File: src/sv/plgi_pkg.sv
// ----------------------------------------------------------------------------
// plgi_pkg: shared definitions for the positional list get/insert block
// Sizes of the element store and count, request codes and sequencer states.
// ----------------------------------------------------------------------------
package plgi_pkg;

    // Store geometry
    localparam int CAPACITY = 64;
    localparam int ADDR_W   = (CAPACITY > 1) ? $clog2(CAPACITY) : 1;
    localparam int CNT_W    = $clog2(CAPACITY + 1);

    // Transaction field widths
    localparam int POS_W    = 16;
    localparam int DATA_W   = 32;
    localparam int LEN_W    = 7;

    // Request codes
    localparam logic REQ_GET    = 1'b0;
    localparam logic REQ_INSERT = 1'b1;

    // Sequencer states
    typedef enum logic [2:0] {
        ST_IDLE,
        ST_GET_RD,
        ST_GET_DATA,
        ST_SHIFT,
        ST_INS_WR,
        ST_RESP
    } state_t;

endpackage

File: src/sv/positional_list_get_insert_top.sv
// ----------------------------------------------------------------------------
// positional_list_get_insert_top: ordered list with 1-based get and insert
// Keeps up to CAPACITY signed words in a single-port-write, one-read store.
// ----------------------------------------------------------------------------
// Usage:
//   Request channel: drive req_type, position and insert_value and raise
//   start; the transaction is taken at a clock edge with start high and
//   busy low. busy stays high until the response has been shown.
//   Response channel: done is high for exactly one cycle with ok,
//   read_value and list_length valid; the receiver must take it then,
//   there is no back-pressure.
//   Sequence: a rejected request goes straight to the response; a get
//   reads the store and registers the data, then responds. An insert
//   shifts the elements from the end down to its place, writes the value
//   and responds; the shift loop moves one element per cycle through the
//   store's one read port and one write port (read of k-1 overlaps the
//   write of k+1). A new request is accepted the cycle after done.
//   Reset: the list is empty after reset; store contents are not cleared,
//   only the element count, so no clearing pass is needed.
// ----------------------------------------------------------------------------
module positional_list_get_insert_top (
    input  logic                                    clk,
    input  logic                                    rst_n,
    input  logic                                    start,
    output logic                                    busy,
    input  logic                                    req_type,
    input  logic        [plgi_pkg::POS_W-1:0]       position,
    input  logic signed [plgi_pkg::DATA_W-1:0]      insert_value,
    output logic                                    done,
    output logic                                    ok,
    output logic signed [plgi_pkg::DATA_W-1:0]      read_value,
    output logic        [plgi_pkg::LEN_W-1:0]       list_length
);

    // Element store
    logic signed [plgi_pkg::DATA_W-1:0] mem [plgi_pkg::CAPACITY];
    logic signed [plgi_pkg::DATA_W-1:0] rdata_reg;
    logic        [plgi_pkg::ADDR_W-1:0] mem_raddr;
    logic        [plgi_pkg::ADDR_W-1:0] mem_waddr;
    logic signed [plgi_pkg::DATA_W-1:0] mem_wdata;
    logic                               mem_we;

    // Control state
    plgi_pkg::state_t                   state_reg, state_next;
    logic        [plgi_pkg::CNT_W-1:0]  count_reg, count_next;
    logic                               pend_reg, pend_next;

    // Working registers
    logic        [plgi_pkg::ADDR_W-1:0] idx_reg, idx_next;
    logic        [plgi_pkg::ADDR_W-1:0] tgt_reg, tgt_next;
    logic        [plgi_pkg::ADDR_W-1:0] wdst_reg, wdst_next;
    logic signed [plgi_pkg::DATA_W-1:0] value_reg, value_next;

    // Response registers
    logic                               ok_reg, ok_next;
    logic signed [plgi_pkg::DATA_W-1:0] read_value_reg, read_value_next;
    logic        [plgi_pkg::LEN_W-1:0]  length_reg, length_next;

    // Request checks
    logic        [plgi_pkg::POS_W-1:0]  pos_m1;
    logic        [plgi_pkg::POS_W-1:0]  count_ext;
    logic                               get_ok;
    logic                               ins_ok;

    assign pos_m1    = position - plgi_pkg::POS_W'(1);
    assign count_ext = plgi_pkg::POS_W'(count_reg);
    assign get_ok    = (position != '0) && (pos_m1 < count_ext);
    assign ins_ok    = (position != '0) && (pos_m1 <= count_ext)
                       && (count_reg != plgi_pkg::CNT_W'(plgi_pkg::CAPACITY));

    // Next state
    always_comb
    begin
        state_next = state_reg;
        unique case (state_reg)
            plgi_pkg::ST_IDLE:
            begin
                if (start)
                begin
                    if (req_type == plgi_pkg::REQ_GET)
                        state_next = get_ok ? plgi_pkg::ST_GET_RD : plgi_pkg::ST_RESP;
                    else
                        state_next = ins_ok ? plgi_pkg::ST_SHIFT : plgi_pkg::ST_RESP;
                end
            end
            plgi_pkg::ST_GET_RD:   state_next = plgi_pkg::ST_GET_DATA;
            plgi_pkg::ST_GET_DATA: state_next = plgi_pkg::ST_RESP;
            plgi_pkg::ST_SHIFT:
            begin
                if (idx_reg == tgt_reg)
                    state_next = plgi_pkg::ST_INS_WR;
            end
            plgi_pkg::ST_INS_WR:   state_next = plgi_pkg::ST_RESP;
            plgi_pkg::ST_RESP:     state_next = plgi_pkg::ST_IDLE;
            default:               state_next = plgi_pkg::ST_IDLE;
        endcase
    end

    // Outputs and store port control
    always_comb
    begin
        busy      = 1'b1;
        done      = 1'b0;
        mem_we    = 1'b0;
        mem_waddr = wdst_reg;
        mem_wdata = rdata_reg;
        mem_raddr = idx_reg;
        unique case (state_reg)
            plgi_pkg::ST_IDLE:     busy = 1'b0;
            plgi_pkg::ST_GET_RD:   mem_raddr = idx_reg;
            plgi_pkg::ST_GET_DATA: mem_raddr = idx_reg;
            plgi_pkg::ST_SHIFT:
            begin
                // read element k-1 while the previous one lands at its new place
                mem_raddr = idx_reg - plgi_pkg::ADDR_W'(1);
                mem_we    = pend_reg;
            end
            plgi_pkg::ST_INS_WR:
            begin
                mem_we    = 1'b1;
                mem_waddr = tgt_reg;
                mem_wdata = value_reg;
            end
            plgi_pkg::ST_RESP:     done = 1'b1;
            default:               busy = 1'b1;
        endcase
    end

    // Datapath next values
    always_comb
    begin
        count_next      = count_reg;
        pend_next       = pend_reg;
        idx_next        = idx_reg;
        tgt_next        = tgt_reg;
        wdst_next       = wdst_reg;
        value_next      = value_reg;
        ok_next         = ok_reg;
        read_value_next = read_value_reg;
        length_next     = length_reg;
        case (state_reg)
            plgi_pkg::ST_IDLE:
            begin
                if (start)
                begin
                    // latch the transaction and prepare a reject response
                    idx_next        = (req_type == plgi_pkg::REQ_GET)
                                      ? plgi_pkg::ADDR_W'(pos_m1)
                                      : plgi_pkg::ADDR_W'(count_reg);
                    tgt_next        = plgi_pkg::ADDR_W'(pos_m1);
                    value_next      = insert_value;
                    pend_next       = 1'b0;
                    ok_next         = 1'b0;
                    read_value_next = '0;
                    length_next     = plgi_pkg::LEN_W'(count_reg);
                end
            end
            plgi_pkg::ST_GET_DATA:
            begin
                ok_next         = 1'b1;
                read_value_next = rdata_reg;
                length_next     = plgi_pkg::LEN_W'(count_reg);
            end
            plgi_pkg::ST_SHIFT:
            begin
                // advance the shift pointer toward the insert place
                if (idx_reg != tgt_reg)
                begin
                    pend_next = 1'b1;
                    wdst_next = idx_reg;
                    idx_next  = idx_reg - plgi_pkg::ADDR_W'(1);
                end
                else
                begin
                    pend_next = 1'b0;
                end
            end
            plgi_pkg::ST_INS_WR:
            begin
                count_next      = count_reg + plgi_pkg::CNT_W'(1);
                ok_next         = 1'b1;
                read_value_next = '0;
                length_next     = plgi_pkg::LEN_W'(count_reg + plgi_pkg::CNT_W'(1));
            end
            default:
            begin
                pend_next = pend_reg;
            end
        endcase
    end

    // Control registers
    always_ff @(posedge clk or negedge rst_n)
    begin
        if (!rst_n)
        begin
            state_reg <= plgi_pkg::ST_IDLE;
            count_reg <= '0;
            pend_reg  <= 1'b0;
        end
        else
        begin
            state_reg <= state_next;
            count_reg <= count_next;
            pend_reg  <= pend_next;
        end
    end

    // Payload registers
    always_ff @(posedge clk)
    begin
        idx_reg        <= idx_next;
        tgt_reg        <= tgt_next;
        wdst_reg       <= wdst_next;
        value_reg      <= value_next;
        ok_reg         <= ok_next;
        read_value_reg <= read_value_next;
        length_reg     <= length_next;
    end

    // Store: one write and one registered read per cycle
    always_ff @(posedge clk)
    begin
        if (mem_we)
            mem[mem_waddr] <= mem_wdata;
        rdata_reg <= mem[mem_raddr];
    end

    assign ok          = ok_reg;
    assign read_value  = read_value_reg;
    assign list_length = length_reg;

    // Checks
    a_count_bound: assert property (@(posedge clk) disable iff (!rst_n)
        count_reg <= plgi_pkg::CNT_W'(plgi_pkg::CAPACITY))
        else $error("element count above capacity");

    a_done_then_idle: assert property (@(posedge clk) disable iff (!rst_n)
        done |=> !busy)
        else $error("block still busy after response");

    a_accept_busy: assert property (@(posedge clk) disable iff (!rst_n)
        (start && !busy) |=> busy)
        else $error("accepted transaction did not raise busy");

    a_reject_zero: assert property (@(posedge clk) disable iff (!rst_n)
        (done && !ok) |-> (read_value == '0))
        else $error("rejected transaction returned data");

    a_shift_no_write_target: assert property (@(posedge clk) disable iff (!rst_n)
        (state_reg == plgi_pkg::ST_SHIFT && pend_reg) |-> (wdst_reg != tgt_reg))
        else $error("shift overwrote the insert place");

endmodule
File: config.mk
export PLATFORM = sky130hd
export DESIGN_NAME = positional_list_get_insert_top
export DESIGN_NICKNAME = d
export VERILOG_FILES = /design/src/sv/plgi_pkg.sv /design/src/sv/positional_list_get_insert_top.sv
export SDC_FILE = /design/constraint.sdc
export NUM_CORES = 2
export LEC_CHECK = 0
export BUFFER_PORTS_ARGS = -buffer_cell sky130_fd_sc_hd__buf_4
export CORE_MARGIN = 2
export CORE_UTILIZATION = 55
export CTS_CLUSTER_DIAMETER = 40
export DETAILED_ROUTE_END_ITERATION = 6
export PLACE_DENSITY = 0.71
export SLEW_MARGIN = 20
export SYNTH_ARGS = -nofsm -noshare
export SYNTH_HDL_FRONTEND = slang
export SYNTH_SLANG_ARGS = --single-unit
File: constraint.sdc
create_clock -name clk -period 9.6 [get_ports clk]
set_input_delay 0.96 -clock clk [delete_from_list [all_inputs] [get_ports clk]]
set_output_delay 0.96 -clock clk [all_outputs]
set_load 0.05 [all_outputs]
==> impl_metrics.yaml <==
final_layout:
  areaGrowthSynthToFinish_pct: 13.4
  largest_reg_flops: 2048
  top_register: "mem"
  layout.nets: 6548
  utilization: 0.627
  final_area_um2: 109000
  final_layout_size_suffix_gt1_frac: 0.154
routing:
  routed_wl_mm: 298
  ant_nets: 0
  via_per_inst: 7.28
  drc_errors: 0
  drt_iter0_markers: 11000
  vias: 65800
  wl_per_cell_um: 33.0
  first_pass_iters: 7
die:
  dieArea_um2: 178000
  coreArea_um2: 174000
  dieWidth_um: 422
  rows: 153
  start_util: 0.553
  io_pins: 94
  die_h_um: 422
setup_path:
  criticalPathCategory: "reg2reg"
  reg2reg_depth: 11
  reg2reg_from: "idx_reg[0]"
  cp-start-kind: "register"
  timing.rr.end: "rdata_reg[6]"
  cp-end-kind: "register"
  timing.critical_path.from: "idx_reg[0]"
  crit_fanout: 110
  cp.arrival_ns: 6.93
  worstPathRequired_ns: 10.36
  cp-endpoint: "rdata_reg[6]"
  r2r_slack_ns: 3.43
power:
  p_sw_w: 0.0124
  power_density_nw_per_um2: 321
  p_total_w: 0.0349
  internal-power_w: 0.0226
  seqPwrFrac: 0.384
  swShare: 0.354
  pwr-share-comb: 0.319
  clkPwrFrac: 0.298
  p_leak_nw: 35.7
  irDropWorstVdd_uv: 393
clock_tree:
  clk_latency_ns: 0.93
  cts.root.buffer_cell: "clkbuf_16"
  cts_tree: "yes"
  path_clk_slew_ns: 0.06
  cts_buffers: 285
  postCtsSetupBuffers: 0
  clk_path_buf_depth: 4
  clock_sinks: 2181
  htree_levels: 5
timing:
  rsz0062_at_grt: "no"
  hold_viol: 0
  max-slew-margin-rel: 0.0836
  setup_viol_count_final: 0
  tns_ns: 0
  holdWs_ns: 0.210
  max_freq_mhz: 162
  finalCriticalPeriod_ns: 6.17
  period_share: 0.643
  drv_slew: 0
  fin_skew_ns: 0.0780
  tightestPinTransition_ns: 1.37
logic_synthesis:
  async_flop_share: 0.00504
  synth_edf_count: 2138
  ys_types: 77
  avgSynthCellArea_um2: 14.8
  synth_flop_cell: "edfxtp_1"
  synth-seq-cells: 2181
  syn_nets: 6531
  syn_inst: 6468
  synth-seq-area-share: 0.678
  ys_warn_count: 0
  netlist_area_um2: 96000
placed_design:
  port_buffers: 93
  gp_congestion: 0.954
  postPlaceCellArea_um2: 99600
  dp_hpwl_mm: 155
grt:
  grt_max_degree: 211
  overflow: 0
  grt_pass1_vias: 63800
  antenna_found_initial: 17
  grtUsageTotal: 0.328
  grt_pass1_wl_mm: 429
min_path:
  hp-class: "in2reg"
flow_run:
  drv_cap: 0
outcome:
  status: "complete, no violations"
## critical path, cell delays in order (launching register included)
cell and delay [ns]:
edfxtp_1 0.32, buf_4 0.80, inv_8 0.46, ha_4 0.80
buf_12 0.64, buf_12 0.64, mux2i_1 0.26, mux4_2 0.26
o22ai_1 0.07, o21ai_0 0.40, o211ai_1 0.25, or4_1 0.65
## synthesized netlist by cell type, types with 6 or more instances
cell type | number | share of area
mux2i_1 | 772 | 0.080
o211ai_1 | 14 | 0.0011
o221ai_1 | 45 | 0.0041
a221o_1 | 15 | 0.0016
and3_1 | 35 | 0.0023
a21oi_1 | 18 | 0.00094
nor2_1 | 239 | 0.0093
a31oi_1 | 68 | 0.0044
xor2_1 | 6 | 0.00055
buf_2 | 141 | 0.0073
o41ai_1 | 11 | 0.0010
buf_4 | 19 | 0.0015
o22ai_1 | 1131 | 0.074
nand3_1 | 11 | 0.00057
buf_1 | 56 | 0.0022
nand4_1 | 7 | 0.00046
o2bb2ai_1 | 13 | 0.0012
nor3_1 | 450 | 0.023
edfxtp_1 | 2138 | 0.67
nand2_1 | 154 | 0.0060
nand3b_1 | 6 | 0.00047
mux4_2 | 192 | 0.045
nand2b_1 | 11 | 0.00072
xnor2_1 | 18 | 0.0016
buf_6 | 6 | 0.00070
a211oi_1 | 12 | 0.00094
dfrtp_1 | 11 | 0.0029
or4_1 | 31 | 0.0024
o21ai_1 | 12 | 0.00063
dfxtp_1 | 32 | 0.0067
o21ai_0 | 64 | 0.0033
nor4_1 | 216 | 0.014
clkbuf_1 | 321 | 0.013
o22a_1 | 63 | 0.0057
inv_1 | 19 | 0.00074
ha_1 | 11 | 0.0014
or3_1 | 12 | 0.00078
## through the flow
step                      setup WS [ns]  std cells
after floorplan                    5.22       6468
after global placement             3.67       8522
after detailed placement           3.66       8522
after CTS                          3.68       9011
after global routing               3.40       9017
final                              3.43       9027
## how the worst min path moves through the flow
stage                     startpoint            end  cells after the start
floorplan                 idx_reg[2]    wdst_reg[2]                      0
global placement        count_reg[3]   count_reg[3]                      1
detailed placement      count_reg[5]   count_reg[5]                      1
CTS                 insert_value[10]  value_reg[10]                      1
global route        insert_value[10]  value_reg[10]                      1
finish              insert_value[28]  value_reg[28]                      1
## cells in the final DEF, fill, tap and decap left out, drive strengths merged, types with 12 or more instances in the layout
cell type / synthesis / final
nand2: 155 / 155
a31oi: 69 / 69
and3: 35 / 35
o22ai: 1131 / 1131
o221ai: 45 / 45
clkinvlp: 0 / 23
a221o: 15 / 15
o2bb2ai: 13 / 13
mux2i: 772 / 772
clkinv: 1 / 70
edfxtp: 2138 / 2138
o211ai: 14 / 14
dfxtp: 32 / 32
inv: 19 / 50
mux4: 192 / 192
or3: 13 / 13
xnor2: 18 / 18
clkbuf: 321 / 336
a21oi: 18 / 18
a211oi: 12 / 12
buf: 222 / 272
diode: 0 / 16
o21ai: 76 / 76
bufinv: 0 / 29
nor4: 216 / 216
nor3: 452 / 452
nor2: 239 / 239
or4: 31 / 31
o22a: 63 / 63
## timing repair
action,4_1_cts,5_1_grt
gates resized for setup,0,0
hold endpoints to repair,11,0
hold buffers,1,0
## per-layer routing
layer / GRT usage / share of wire / wire length [µm]
met1: 0.434 / 0.35 / 105000
met2: 0.487 / 0.44 / 132000
met3: 0.0973 / 0.14 / 42100
met4: 0.184 / 0.061 / 18300
met5: 0 / 0.00083 / 248
## logic make-up after synthesis
| logic type | Yosys count | synth area share |
|---|---|---|
| flops | 2181 | 0.678 |
| compound gates | 1518 | 0.104 |
| simple gates | 1202 | 0.0634 |
| mux | 969 | 0.126 |
| buf+inv | 563 | 0.0251 |
| xor+xnor | 24 | 0.00219 |
| fa+ha+maj | 11 | 0.00143 |
## cell type report
type | instances | area (µm²)
inverter | 20 | 82.6
sequential | 2181 | 65100
clock buffer | 336 | 7440
tap | 2325 | 2910
multi-input combinational | 3724 | 29300
fill | 12300 | 64700
antenna | 16 | 40.0
clock inverter | 152 | 1750
timing repair buffer | 273 | 2240
## power by group through the flow
stage / Combinational (W) / Clock (W) / Sequential, W
after detailed placement: 0.0108 / 0 / 0.0136
after global placement: 0.0105 / 0 / 0.0135
after floorplan: 0.00660 / 0 / 0.0137
after global routing: 0.0115 / 0.0109 / 0.0134
after CTS: 0.0108 / 0.0105 / 0.0134
final: 0.0111 / 0.0104 / 0.0134
(Power assumes the default switching activity.)
